`src/sv/pidc_pkg.sv`:
```
package pidc_pkg;

   // Fixed widths of the register file and gain formats
   localparam int GAIN_W    = 16;
   localparam int LIMIT_W   = 16;
   localparam int ILIM_W    = 31;
   localparam int PERIOD_W  = 16;
   localparam int CSR_W     = 31;
   localparam int CSR_IDX_W = 3;

   // Integral accumulator, derivative saturation and final sum widths
   localparam int IACC_W = 32;
   localparam int DSAT_W = 48;
   localparam int LO_W   = 24;
   localparam int SUM_W  = 64;
   localparam logic signed [SUM_W-1:0] DSAT_MAX = 64'sd70368744177664;

   // Register indexes
   localparam logic [CSR_IDX_W-1:0] REG_PROP_GAIN      = 3'd0;
   localparam logic [CSR_IDX_W-1:0] REG_INTEG_GAIN     = 3'd1;
   localparam logic [CSR_IDX_W-1:0] REG_DERIV_GAIN     = 3'd2;
   localparam logic [CSR_IDX_W-1:0] REG_OUT_LOW_LIMIT  = 3'd3;
   localparam logic [CSR_IDX_W-1:0] REG_OUT_HIGH_LIMIT = 3'd4;
   localparam logic [CSR_IDX_W-1:0] REG_INTEG_LIMIT    = 3'd5;
   localparam logic [CSR_IDX_W-1:0] REG_CONTROL_PERIOD = 3'd6;
   localparam logic [CSR_IDX_W-1:0] REG_INVERSE_PERIOD = 3'd7;

   // Register reset values
   localparam logic signed [LIMIT_W-1:0] RST_OUT_LOW  = -16'sd32768;
   localparam logic signed [LIMIT_W-1:0] RST_OUT_HIGH = 16'sd32767;
   localparam logic [ILIM_W-1:0]         RST_ILIM     = 31'h7FFF_FFFF;
   localparam logic [PERIOD_W-1:0]       RST_PERIOD   = 16'd66;
   localparam logic [PERIOD_W-1:0]       RST_INV      = 16'd1000;

   typedef struct packed {
      logic signed [GAIN_W-1:0]  prop_gain;
      logic signed [GAIN_W-1:0]  integ_gain;
      logic signed [GAIN_W-1:0]  deriv_gain;
      logic signed [LIMIT_W-1:0] out_low_limit;
      logic signed [LIMIT_W-1:0] out_high_limit;
      logic [ILIM_W-1:0]         integ_limit;
      logic [PERIOD_W-1:0]       control_period;
      logic [PERIOD_W-1:0]       inverse_period;
   } cfg_type;

   typedef enum logic [3:0] {
      ST_IDLE,
      ST_INC,
      ST_PROP,
      ST_INTEG,
      ST_DERIV,
      ST_SAT,
      ST_DLO,
      ST_DHI,
      ST_ADDHI,
      ST_OUT
   } state_type;

   // Operand selection for the shared multiplier
   typedef enum logic [2:0] {
      MUL_NONE,
      MUL_INC,
      MUL_PROP,
      MUL_INTEG,
      MUL_DERIV,
      MUL_DLO,
      MUL_DHI
   } mul_sel_type;

   // What the sum accumulator adds this cycle
   typedef enum logic [2:0] {
      ACC_NONE,
      ACC_ADD_P,
      ACC_ADD_I,
      ACC_ADD_LO,
      ACC_ADD_HI
   } acc_op_type;

   typedef struct packed {
      logic        capture;
      mul_sel_type mul_sel;
      logic        integ_update;
      logic        dsat_load;
      acc_op_type  acc_op;
      logic        out_load;
   } cmd_type;

   typedef struct packed {
      logic out_free;
   } status_type;

endpackage

```
`src/sv/positional_pid_controller_unit.sv`:
```
// Positional PID controller with integral anti-windup.
// Input channel (req_): one item is a setpoint and a measurement, taken
// when req_valid and req_ready are high together. Result channel (rsp_):
// one clamped drive value for every item, under the same handshake.
// Gains, limits and periods are set through the csr_ write port, one
// register per write; the user must write them only while no item is in
// flight, as the block itself does not enforce this. The single shared
// 33x17 multiplier forms, one after another, the integral increment, the
// P, I and D products and the two halves of the derivative times inverse
// period.
// req_ready is high only while the sequencer is idle; a new item can be
// taken while the previous result still waits in the output register.
// When the receiver stalls, the result stays in the output register and
// the sequencer holds its final step until that register frees up.
// Reset (synchronous, active high) clears the integral and last error,
// empties the output register and restores the register defaults.
module positional_pid_controller_unit #(
   parameter int DATA_WIDTH = 16
) (
   input  logic                                 clock,
   input  logic                                 reset,
   input  logic                                 req_valid,
   output logic                                 req_ready,
   input  logic signed [DATA_WIDTH-1:0]         req_target_value,
   input  logic signed [DATA_WIDTH-1:0]         req_measured_value,
   output logic                                 rsp_valid,
   input  logic                                 rsp_ready,
   output logic signed [DATA_WIDTH-1:0]         rsp_drive_value,
   input  logic                                 csr_write_en,
   input  logic [pidc_pkg::CSR_IDX_W-1:0]       csr_index,
   input  logic [pidc_pkg::CSR_W-1:0]           csr_write_data
);

   pidc_pkg::cfg_type    cfg_ff, cfg_in;
   pidc_pkg::cmd_type    cmd;
   pidc_pkg::status_type status;

   // Register file writes
   always_comb begin
      cfg_in = cfg_ff;
      if (csr_write_en) begin
         case (csr_index)
            pidc_pkg::REG_PROP_GAIN:      cfg_in.prop_gain      = csr_write_data[15:0];
            pidc_pkg::REG_INTEG_GAIN:     cfg_in.integ_gain     = csr_write_data[15:0];
            pidc_pkg::REG_DERIV_GAIN:     cfg_in.deriv_gain     = csr_write_data[15:0];
            pidc_pkg::REG_OUT_LOW_LIMIT:  cfg_in.out_low_limit  = csr_write_data[15:0];
            pidc_pkg::REG_OUT_HIGH_LIMIT: cfg_in.out_high_limit = csr_write_data[15:0];
            pidc_pkg::REG_INTEG_LIMIT:    cfg_in.integ_limit    = csr_write_data[30:0];
            pidc_pkg::REG_CONTROL_PERIOD: cfg_in.control_period = csr_write_data[15:0];
            pidc_pkg::REG_INVERSE_PERIOD: cfg_in.inverse_period = csr_write_data[15:0];
            default: cfg_in = cfg_ff;
         endcase
      end
   end

   always_ff @(posedge clock) begin
      if (reset) begin
         cfg_ff.prop_gain      <= '0;
         cfg_ff.integ_gain     <= '0;
         cfg_ff.deriv_gain     <= '0;
         cfg_ff.out_low_limit  <= pidc_pkg::RST_OUT_LOW;
         cfg_ff.out_high_limit <= pidc_pkg::RST_OUT_HIGH;
         cfg_ff.integ_limit    <= pidc_pkg::RST_ILIM;
         cfg_ff.control_period <= pidc_pkg::RST_PERIOD;
         cfg_ff.inverse_period <= pidc_pkg::RST_INV;
      end else begin
         cfg_ff <= cfg_in;
      end
   end

   pidc_ctrl u_ctrl (
      .clock     (clock),
      .reset     (reset),
      .req_valid (req_valid),
      .req_ready (req_ready),
      .status    (status),
      .cmd       (cmd)
   );

   pidc_datapath #(
      .DATA_WIDTH (DATA_WIDTH)
   ) u_datapath (
      .clock              (clock),
      .reset              (reset),
      .cmd                (cmd),
      .status             (status),
      .cfg                (cfg_ff),
      .req_target_value   (req_target_value),
      .req_measured_value (req_measured_value),
      .rsp_valid          (rsp_valid),
      .rsp_ready          (rsp_ready),
      .rsp_drive_value    (rsp_drive_value)
   );

endmodule

```
`src/sv/pidc_ctrl.sv`:
```
module pidc_ctrl (
   input  logic                  clock,
   input  logic                  reset,
   input  logic                  req_valid,
   output logic                  req_ready,
   input  pidc_pkg::status_type  status,
   output pidc_pkg::cmd_type     cmd
);

   pidc_pkg::state_type state_ff;
   pidc_pkg::state_type state_in;

   // State register
   always_ff @(posedge clock) begin
      if (reset) begin
         state_ff <= pidc_pkg::ST_IDLE;
      end else begin
         state_ff <= state_in;
      end
   end

   // Step sequence: at most one multiply per step, product consumed a step later
   always_comb begin
      state_in     = state_ff;
      req_ready    = 1'b0;
      cmd.capture      = 1'b0;
      cmd.mul_sel      = pidc_pkg::MUL_NONE;
      cmd.integ_update = 1'b0;
      cmd.dsat_load    = 1'b0;
      cmd.acc_op       = pidc_pkg::ACC_NONE;
      cmd.out_load     = 1'b0;
      case (state_ff)
         pidc_pkg::ST_IDLE: begin
            req_ready = 1'b1;
            if (req_valid) begin
               cmd.capture = 1'b1;
               state_in    = pidc_pkg::ST_INC;
            end
         end
         pidc_pkg::ST_INC: begin
            cmd.mul_sel = pidc_pkg::MUL_INC;
            state_in    = pidc_pkg::ST_PROP;
         end
         pidc_pkg::ST_PROP: begin
            cmd.mul_sel      = pidc_pkg::MUL_PROP;
            cmd.integ_update = 1'b1;
            state_in         = pidc_pkg::ST_INTEG;
         end
         pidc_pkg::ST_INTEG: begin
            cmd.mul_sel = pidc_pkg::MUL_INTEG;
            cmd.acc_op  = pidc_pkg::ACC_ADD_P;
            state_in    = pidc_pkg::ST_DERIV;
         end
         pidc_pkg::ST_DERIV: begin
            cmd.mul_sel = pidc_pkg::MUL_DERIV;
            cmd.acc_op  = pidc_pkg::ACC_ADD_I;
            state_in    = pidc_pkg::ST_SAT;
         end
         pidc_pkg::ST_SAT: begin
            cmd.dsat_load = 1'b1;
            state_in      = pidc_pkg::ST_DLO;
         end
         pidc_pkg::ST_DLO: begin
            cmd.mul_sel = pidc_pkg::MUL_DLO;
            state_in    = pidc_pkg::ST_DHI;
         end
         pidc_pkg::ST_DHI: begin
            cmd.mul_sel = pidc_pkg::MUL_DHI;
            cmd.acc_op  = pidc_pkg::ACC_ADD_LO;
            state_in    = pidc_pkg::ST_ADDHI;
         end
         pidc_pkg::ST_ADDHI: begin
            cmd.acc_op = pidc_pkg::ACC_ADD_HI;
            state_in   = pidc_pkg::ST_OUT;
         end
         pidc_pkg::ST_OUT: begin
            if (status.out_free) begin
               cmd.out_load = 1'b1;
               state_in     = pidc_pkg::ST_IDLE;
            end
         end
         default: begin
            state_in = pidc_pkg::ST_IDLE;
         end
      endcase
   end

endmodule

```
`src/sv/pidc_datapath.sv`:
```
module pidc_datapath #(
   parameter int DATA_WIDTH = 16
) (
   input  logic                         clock,
   input  logic                         reset,
   input  pidc_pkg::cmd_type            cmd,
   output pidc_pkg::status_type         status,
   input  pidc_pkg::cfg_type            cfg,
   input  logic signed [DATA_WIDTH-1:0] req_target_value,
   input  logic signed [DATA_WIDTH-1:0] req_measured_value,
   output logic                         rsp_valid,
   input  logic                         rsp_ready,
   output logic signed [DATA_WIDTH-1:0] rsp_drive_value
);

   localparam int E_W    = DATA_WIDTH + 1;
   localparam int D_W    = DATA_WIDTH + 2;
   localparam int MA_W   = (DATA_WIDTH + 2 > 33) ? DATA_WIDTH + 2 : 33;
   localparam int MB_W   = 17;
   localparam int P_W    = MA_W + MB_W;
   localparam int INC_W  = P_W + 1;
   localparam int IACC_W = pidc_pkg::IACC_W;
   localparam int DSAT_W = pidc_pkg::DSAT_W;
   localparam int LO_W   = pidc_pkg::LO_W;
   localparam int SUM_W  = pidc_pkg::SUM_W;

   logic signed [E_W-1:0]    err_ff, err_in, last_error_ff;
   logic signed [D_W-1:0]    diff_ff, diff_in;
   logic signed [MA_W-1:0]   mul_a;
   logic signed [MB_W-1:0]   mul_b;
   logic signed [P_W-1:0]    prod_ff, prod_in;
   logic signed [IACC_W-1:0] integral_ff, integral_in;
   logic signed [INC_W-1:0]  inc_sum, inc_lim;
   logic signed [DSAT_W-1:0] dsat_ff, dsat_in;
   logic signed [SUM_W-1:0]  sum_ff, sum_in, addend;
   logic signed [SUM_W-1:0]  y_shift, y_lim, out_hi, out_lo, dmax;
   logic signed [DATA_WIDTH-1:0] out_ff;
   logic                     out_valid_ff;

   // Error and error difference at capture
   assign err_in  = E_W'(req_target_value) - E_W'(req_measured_value);
   assign diff_in = D_W'(err_in) - D_W'(last_error_ff);

   // Shared multiplier operand selection
   always_comb begin
      case (cmd.mul_sel)
         pidc_pkg::MUL_INC: begin
            mul_a = MA_W'(err_ff);
            mul_b = signed'({1'b0, cfg.control_period});
         end
         pidc_pkg::MUL_PROP: begin
            mul_a = MA_W'(err_ff);
            mul_b = MB_W'(cfg.prop_gain);
         end
         pidc_pkg::MUL_INTEG: begin
            mul_a = MA_W'(integral_ff);
            mul_b = MB_W'(cfg.integ_gain);
         end
         pidc_pkg::MUL_DERIV: begin
            mul_a = MA_W'(diff_ff);
            mul_b = MB_W'(cfg.deriv_gain);
         end
         pidc_pkg::MUL_DLO: begin
            mul_a = MA_W'(signed'({1'b0, dsat_ff[LO_W-1:0]}));
            mul_b = signed'({1'b0, cfg.inverse_period});
         end
         pidc_pkg::MUL_DHI: begin
            mul_a = MA_W'(signed'(dsat_ff[DSAT_W-1:LO_W]));
            mul_b = signed'({1'b0, cfg.inverse_period});
         end
         default: begin
            mul_a = '0;
            mul_b = '0;
         end
      endcase
   end

   assign prod_in = mul_a * mul_b;

   // Integral update with symmetric anti-windup clamp
   always_comb begin
      inc_sum = INC_W'(integral_ff) + INC_W'(prod_ff);
      inc_lim = INC_W'(signed'({1'b0, cfg.integ_limit}));
      if (inc_sum > inc_lim) begin
         integral_in = IACC_W'(inc_lim);
      end else if (inc_sum < -inc_lim) begin
         integral_in = IACC_W'(-inc_lim);
      end else begin
         integral_in = IACC_W'(inc_sum);
      end
   end

   // Derivative product saturated to +/- 2^46
   always_comb begin
      if (prod_ff > P_W'(pidc_pkg::DSAT_MAX)) begin
         dsat_in = DSAT_W'(pidc_pkg::DSAT_MAX);
      end else if (prod_ff < -P_W'(pidc_pkg::DSAT_MAX)) begin
         dsat_in = DSAT_W'(-pidc_pkg::DSAT_MAX);
      end else begin
         dsat_in = DSAT_W'(prod_ff);
      end
   end

   // Q8 sum of the three terms
   always_comb begin
      case (cmd.acc_op)
         pidc_pkg::ACC_ADD_P:  addend = SUM_W'(prod_ff);
         pidc_pkg::ACC_ADD_I:  addend = SUM_W'(prod_ff >>> 16);
         pidc_pkg::ACC_ADD_LO: addend = SUM_W'(prod_ff);
         pidc_pkg::ACC_ADD_HI: addend = SUM_W'(prod_ff) <<< LO_W;
         default:              addend = '0;
      endcase
      sum_in = cmd.capture ? '0 : sum_ff + addend;
   end

   // Floor to integer, output limits, then the data width range
   always_comb begin
      y_shift = sum_ff >>> 8;
      out_hi  = SUM_W'(cfg.out_high_limit);
      out_lo  = SUM_W'(cfg.out_low_limit);
      dmax    = SUM_W'(signed'({1'b0, {(DATA_WIDTH-1){1'b1}}}));
      if (y_shift > out_hi) begin
         y_lim = out_hi;
      end else if (y_shift < out_lo) begin
         y_lim = out_lo;
      end else begin
         y_lim = y_shift;
      end
      if (y_lim > dmax) begin
         y_lim = dmax;
      end else if (y_lim < ~dmax) begin
         y_lim = ~dmax;
      end
   end

   // Loop state
   always_ff @(posedge clock) begin
      if (reset) begin
         integral_ff   <= '0;
         last_error_ff <= '0;
         out_valid_ff  <= 1'b0;
      end else begin
         if (cmd.integ_update) begin
            integral_ff <= integral_in;
         end
         if (cmd.out_load) begin
            last_error_ff <= err_ff;
            out_valid_ff  <= 1'b1;
         end else if (rsp_ready) begin
            out_valid_ff <= 1'b0;
         end
      end
   end

   // Working registers
   always_ff @(posedge clock) begin
      prod_ff <= prod_in;
      sum_ff  <= sum_in;
      if (cmd.capture) begin
         err_ff  <= err_in;
         diff_ff <= diff_in;
      end
      if (cmd.dsat_load) begin
         dsat_ff <= dsat_in;
      end
      if (cmd.out_load) begin
         out_ff <= y_lim[DATA_WIDTH-1:0];
      end
   end

   assign status.out_free = !out_valid_ff || rsp_ready;
   assign rsp_valid       = out_valid_ff;
   assign rsp_drive_value = out_ff;

endmodule
```
`config.mk`:
```
export PLATFORM = sky130hd
export DESIGN_NAME = positional_pid_controller_unit
export DESIGN_NICKNAME = d
export VERILOG_FILES = /design/src/sv/pidc_pkg.sv /design/src/sv/positional_pid_controller_unit.sv /design/src/sv/pidc_ctrl.sv /design/src/sv/pidc_datapath.sv
export SDC_FILE = /design/constraint.sdc
export NUM_CORES = 2
export LEC_CHECK = 0
export BUFFER_PORTS_ARGS = -buffer_cell sky130_fd_sc_hd__buf_2
export CORE_MARGIN = 3
export CORE_UTILIZATION = 50
export DETAILED_ROUTE_END_ITERATION = 8
export PLACE_DENSITY = 0.65
export SLEW_MARGIN = 20
export SYNTH_ARGS = -nofsm -noshare
export SYNTH_HDL_FRONTEND = slang
export SYNTH_SLANG_ARGS = --single-unit
export TNS_END_PERCENT = 10
```
`constraint.sdc`:
```
create_clock -name clock -period 8.2 [get_ports clock]
set_clock_uncertainty 0.2 [all_clocks]
set_input_delay 1.64 -clock clock [delete_from_list [all_inputs] [get_ports clock]]
set_output_delay 1.64 -clock clock [all_outputs]
set_load 0.005 [all_outputs]
```
# ---- Word-level counts from Yosys, hierarchy flattened
# Index checks and enable logic that the tools add are counted.
# W data, S select, Z words.
dict set report word_totals {
  reg_bits 410
  elab_cells 102
}
dict set report op_classes {
  add_sub_neg 5
  n_mul 1
  n_lt_le_gt_ge 8
  n_eq_ne 28
  muxes 23
  n_reduce_logical 18
}
# cell n
set ops {}
lappend ops {{$pmux W64 S3} 1}
lappend ops {{$pmux W33 S5} 1}
lappend ops {{$mux W64} 2}
lappend ops {{$pmux W17 S5} 1}
lappend ops {{$add A64 B64 Y64} 1}
lappend ops {{$gt A64 B16 Y1 const B} 1}
lappend ops {{$lt A64 B16 Y1 const B} 1}
lappend ops {{$mux W32} 2}
lappend ops {{$gt A56 B16 Y1} 1}
lappend ops {{$lt A56 B16 Y1} 1}
lappend ops {{$add A32 B50 Y51} 1}
lappend ops {{$gt A51 B32 Y1} 1}
lappend ops {{$lt A51 B51 Y1} 1}
lappend ops {{$neg A31 Y51} 1}
lappend ops {{$gt A50 B48 Y1 const B} 1}
lappend ops {{$lt A50 B47 Y1 const B} 1}
lappend ops {{$mul A33 B17 Y50} 1}
lappend ops {{$mux W48} 1}
lappend ops {{$pmux W4 S10} 1}
lappend ops {{$eq A3 B3 Y1 const B} 8}
lappend ops {{$eq A3 B2 Y1 const B} 6}
lappend ops {{$pmux W3 S6} 1}
lappend ops {{$reduce_and A2 Y1} 9}
lappend ops {{$sub A17 B17 Y18} 1}
lappend ops {{other kinds (17)} 37}

# ---- Longest topological paths before layout
dict set report depth {
  depth_word 6
  depth_mapped 36
}

# ---- Modules after synthesis
# From an unflattened synthesis, not the netlist that was laid out.
dict set report unflattened {
  hier_cells 5707
  area_unflattened_um2 49000.7
}
# mod n_inst cells_per_inst area_each_um2
set by_module_without_submodules {}
lappend by_module_without_submodules {pidc_datapath 1 5140 43132.6}
lappend by_module_without_submodules {positional_pid_controller_unit 1 524 5546.6}
lappend by_module_without_submodules {pidc_ctrl 1 43 321.6}

# ---- Least setup slack after synthesis
# OpenSTA, ideal clock, no wires.
dict set report synth_path {
  kind {register to register}
  from {reg u_ctrl.state_ff[1]}
  to {reg u_datapath.prod_ff[48]}
  arrival_time_ps 8483
  t_required_ps 7928
  setup_slack_ps -554
  stages_incl_launch_ff 34
  n_path_buf 3
  synth_period_minus_slack_ps 8754
  cell_sequence {dfxtp_1 -> clkbuf_1 -> inv_1 -> nor4_1 -> clkbuf_1 -> a22oi_1 -> nand4_1 -> clkbuf_1 -> nand2_1 -> fa_1 -> inv_1 -> fa_1 -> inv_1 -> fa_1 -> inv_1 -> fa_1 -> fa_1 -> inv_1 -> fa_1 -> inv_1 -> ha_1 -> nand4_1 -> nor2_1 -> and3_1 -> a21oi_1 -> a31oi_1 -> o21ai_0 -> o41a_1 -> a311o_1 -> o21ai_0 -> a22oi_1 -> nor2b_1 -> o21ai_0 -> xor2_1}
}
dict set report synth_via {
  elab_chain_len 6
  word_cells_on_any_way 18
  classes_between {mul (1); eq/ne (12); mux (3); reduce/logical (2)}
}
# item line_no
set synth_lines {}
lappend synth_lines {{start: declaration} pidc_ctrl.sv:10} ;# pidc_pkg::state_type state_ff;
lappend synth_lines {{start signal: assignment} pidc_ctrl.sv:16} ;# state_ff <= pidc_pkg::ST_IDLE;
lappend synth_lines {{start signal: assignment} pidc_ctrl.sv:18} ;# state_ff <= state_in;
lappend synth_lines {{$eq A4 B3 Y1 (tied with other cells)} pidc_ctrl.sv:32} ;# case (state_ff)
lappend synth_lines {{$pmux W3 S6 *} pidc_ctrl.sv:32}
lappend synth_lines {{$eq A3 B1 Y1 (tied with other cells)} pidc_datapath.sv:46} ;# case (cmd.mul_sel)
lappend synth_lines {{$reduce_or A2 Y1 (no source line)} --}
lappend synth_lines {{$pmux W33 S5 / $pmux W17 S5 (equally long branches)} pidc_datapath.sv:46}
lappend synth_lines {{$mul A33 B17 Y50 *} pidc_datapath.sv:78} ;# assign prod_in = mul_a * mul_b;
lappend synth_lines {{net u_datapath.prod_in[48]} pidc_datapath.sv:31} ;# logic signed [P_W-1:0] prod_ff, prod_in;
lappend synth_lines {{end signal: assignment} pidc_datapath.sv:157} ;# prod_ff <= prod_in;
lappend synth_lines {{end: declaration} pidc_datapath.sv:31}
# Mark *: on every way through the listed nets, which the timed path passes. The rest lies on a longest branch.
# A chain may end at the register's enable or synchronous reset.

# ---- Final worst setup path
dict set report layout_path {
  from {reg u_ctrl.state_ff[3]}
  to {reg u_datapath.prod_ff[48]}
}
# The elaborated chain is that of the path after synthesis.

==> results.md <==
| Stage | Result | Value |
|---|---|---|
| outcome | Result of the run | finished clean |
| routing | Number of DRC markers after the initial detailed-route iteration | 4296 |
| sta | RSZ-0062 raised after global routing | yes |
| layout | Register cell area after layout | 0.009203 mm2 |
| layout | Total Nets Final | 6990 |
| cts | Number of buffers created by CTS | 46 |
| sta | Post-layout minimum cycle time | 8.191 ns |
| sta | Setup total negative slack | 0 ns |
| cts | CTS Root Cell | clkbuf_16 |
| synth | Fraction of registers with async set/reset | 0% |
| grt | Number of antenna violations at the first check in global routing | 10 |
| synth | Combinational family with the most area after synthesis | adder cells |
| floorplan | I/O Pins | 89 |
| synth | Post-Synthesis Mean Instance Area | 8.361 um2 |
| synth | Share of the synthesized netlist area taken by xor and xnor gates | 3.672% |
| setup path | Count of cells along the worst register-to-register path | 32 |
| cts | Maximum root-to-sink buffer count | 3 |
| setup path | Maximum fanout count along the critical path | 8 |
| cts | Number of sinks driven by the clock tree | 410 |
| sta | Fraction of the cycle the final worst path needs | 99.88% |
| setup path | Critical path class | register to register |
| setup path | Endpoint of the worst setup timing path | u_datapath.prod_ff[48]$_DFF_P_ |
| grt | Largest net degree at the start of global routing | 89 |
| layout | Most common library cell in the layout ignoring fill and taps | inv_1 |
| synth | Register area share after synthesis | 19.38% |
| floorplan | Die Span Y | 314.1 um |
| sta | Upper clock frequency limit | 122.1 MHz |
| power | Worst vdd ir | 354.9 uV |
| setup path | Worst setup EP type | register |
| synth | FF+latch count, synth | 410 |
| setup path | Master of the slowest instance on the critical path | fa_1 |
| layout | Highest-count cells in the layout ignoring fill and taps | 776 x inv_1, 769 x nand2_1, 559 x nor2_1 |
| cts | H-tree levels | 2 |
| floorplan | Starting utilization of the core area | 50.63% |
| setup path | Worst reg2reg setup slack | 0.009 ns |
| routing | Number of design rule violations left after detail routing | 0 |
| sta | Max-slew violation total from the final report | 0 |
| setup path | Arrival time of the worst setup path | 8.53 ns |
| power | Power density cells | 191.7 mW/mm2 |
| synth | Count of mapped cells out of synthesis | 5677 |
| sta | Actual transition at the worst max-transition pin | 1.107 ns |
| layout | Ratio of cells with drive above 1 in the final layout | 11.04% |
| setup path | Longest individual stage delay on the worst path | 0.56 ns |
| synth | Compound-cell area share of the yosys netlist | 14.98% |
| routing | Drt pass-1 iters | 9 |
| routing | Vias | 42520 |
| layout | Area of the multi-input gates | 0.03465 mm2 |
| grt | Global route total overflow | 0 |
| worst hold path | Worst min-delay path category | register to register |
| sta | Slew HR | 26.22% |
| cts | Clock insertion delay at the later pin of the skew report | 0.62 ns |
| floorplan | Chip width | 314.1 um |
| grt | Wire length of the first global-routing pass | 248.2 mm |
| flow run | # Max-Cap Violations | 0 |
| setup path | Worst Path Required | 8.54 ns |
| cts | Clock tree from TritonCTS | yes |
| placement | Gp weighted congestion | 1.024 |
| placement | Detailed placer's ending HPWL | 131.2 mm |
| synth | Adder-cell share of the synthesized area | 34.35% |
| grt | GRT Total Usage | 32.87% |
| placement | Buffers on Ports | 88 |
| setup path | Most common cell on crit path | fa_1 |
| sta | Hold violation count in the final report | 0 |
| layout | Post-Layout Cell Count | 7232 |
| floorplan | Area of the core region | 0.09375 mm2 |
| sta | Finish-stage setup viols | 0 |
| routing | Post-route antenna net violation count | 0 |
| setup path | RR Endpoint | u_datapath.prod_ff[48]$_DFF_P_ |
| power | Leak | 26.13 nW |
| grt | Number of global-route vias before repair | 41420 |
| cts | Clk pin slew, worst setup/hold paths | 0.06 ns |
| routing | Average via count per standard cell | 5.879 |
| synth | Number of enable-type register cells in the synthesized netlist | 99 |
| placement | Placed Instances | 7133 |
| synth | Post-synthesis simple-gate area fraction | 18.99% |
| layout | Number of filler cells placed in the layout | 8643 |
| setup path | Kind of start point of the critical path | register |
| synth | Warnings, synthesis | 0 |
| cts | Number of buffers inserted by hold repair at cts | 0 |
| synth | Unique cell type count in the Yosys netlist | 90 |
| routing | Total wire length after detailed routing | 163.3 mm |
| setup path | CP Launch Point | u_ctrl.state_ff[3]$_SDFFE_PP0P_ |
| synth | Post-synthesis instance area | 0.04747 mm2 |
| routing | Average wire per cell in the routed design | 22.58 um |
| layout | Synth-to-layout area growth | 12.42% |
| setup path | Startpoint of the worst register-to-register path | u_ctrl.state_ff[3]$_SDFFE_PP0P_ |
| synth | Top_reg_cell synth | dfxtp_1 |
| synth | Synthesized netlist net count | 6733 |
| floorplan | Die area | 0.09867 mm2 |
| synth | Mux cell area share after synthesis | 0.3374% |
| floorplan | Placement Rows | 112 |
-- synthesized netlist by cell type (25+ instances only) --
cell type  instances  area [um2]
xnor2_1          140        1226
nand4_1           95       594.3
a21oi_1          373        1867
a22oi_1           44       330.3
and2_1            38       237.7
nor4_1            55       344.1
a211oi_1          27       202.7
nand2b_1          56       350.3
inv_1            776        2913
ha_1             455        5693
nor2b_1           85       531.8
edfxtp_1          99        2973
nor2_1           567        2128
a211o_1           33       289.0
clkbuf_1         220       825.8
xor2_1            59       516.8
dfxtp_1          311        6226
o21bai_1          26       195.2
fa_1             530       10610
a21o_1           152        1141
a222oi_1          25       250.2
o21a_1            27       202.7
o21ai_0          142       710.7
nand2_1          769        2887
nand3b_1          61       457.9
o31ai_1           26       195.2
nand3_1           59       295.3
nor3_1            65       325.3
-- power by group --
group	internal [mW]	switching (mW)
sequential	2.41	0.421
combinational	1.91	3.33
clock	1.22	0.934
-- what timing repair did --
item	in CTS	in global routing
setup buffers	5	2
gates resized for setup	28	29
setup endpoints to repair	14	15
pin swaps	6	11
endpoints found under the hold margin	0	0
-- per-layer routing --
metal	global-route usage, %	up-vias	share of wire [%]
met5	0	-	0.011
li1	-	19460	-
met3	7.649	365	11
met1	45.99	20710	42
met4	11.99	2	4.3
met2	49.70	1980	43
-- metrics by stage --
| stage | total power [mW] | hold slack, ns | cell area (um2) | util (%) | setup WS [ns] |
|---|---|---|---|---|---|
| CTS | 10.09 | 0.2555 | 53210 | 56.76 | -0.06145 |
| finish | 10.23 | 0.2545 | 53360 | 56.92 | 0.009476 |
| global route | 10.70 | 0.2730 | 53340 | 56.90 | -0.5120 |
| floorplan | 5.693 | 0.2360 | 47520 | - | 0.002952 |
| global placement | 7.897 | 0.2424 | 51550 | 54.98 | -0.1764 |
| detailed placement | 7.927 | 0.2465 | 51560 | 55.00 | -0.3093 |
-- worst max-delay path: cells and delay by family (launching register included) --
kind	cells	cell delay (ns)
adder cells (fa/ha/maj)	7	3.48
AND/OR/NAND/NOR	8	1.62
AO/OA/AOI/OAI	9	1.60
buffers and inverters	7	0.74
flip-flops	1	0.34
XOR/XNOR	1	0.16
-- kinds of logic after synthesis --
kind of cell,after synthesis
AOI/OAI and AO/OA,1072
xor gates and xnor gates,199
muxes,15
DFF,410
and+or+nand+nor,1960
adders and majority gates,985
buffers and inverters,1036
-- sequential cells by signal, summed over array words and instances (netlist names) --
| name | cells |
|---|---|
| u_datapath.prod_ff | 50 |
| u_datapath.last_error_ff | 17 |
| u_datapath.sum_ff | 64 |
| u_datapath.integral_ff | 32 |
| u_datapath.err_ff | 17 |
| u_datapath.rsp_valid | 1 |
| u_datapath.rsp_drive_value | 16 |
| u_ctrl.state_ff | 4 |
| u_datapath.dsat_ff | 48 |
| cfg_ff | 143 |
| u_datapath.diff_ff | 18 |
-- final cells by class --
class                   count  area share, %
diodes                      7        0.03283
well taps                1254          2.940
flip-flops and latches    410          17.25
multi-input cells        4231          64.94
repair buffers            467          6.479
clock buffers              66          2.549
clock inverters            19         0.3400
inverters                 778          5.473
-- worst min path at each step --
stage | depth (start not counted) | endpoint | start | slack (ns)
floorplan | 2 | cfg_ff[0]$_SDFFE_PP0P_ | cfg_ff[0]$_SDFFE_PP0P_ | 0.24
global placement | 2 | u_datapath.last_error_ff[4]$_SDFFE_PP0P_ | u_datapath.last_error_ff[4]$_SDFFE_PP0P_ | 0.24
detailed placement | 2 | cfg_ff[89]$_SDFFE_PP0P_ | cfg_ff[89]$_SDFFE_PP0P_ | 0.25
CTS | 2 | cfg_ff[89]$_SDFFE_PP0P_ | cfg_ff[89]$_SDFFE_PP0P_ | 0.26
global route | 2 | cfg_ff[110]$_SDFFE_PP0P_ | cfg_ff[110]$_SDFFE_PP0P_ | 0.27
finish | 2 | cfg_ff[89]$_SDFFE_PP0P_ | cfg_ff[89]$_SDFFE_PP0P_ | 0.25
No activity file was read; power rests on OpenSTA's default activity.
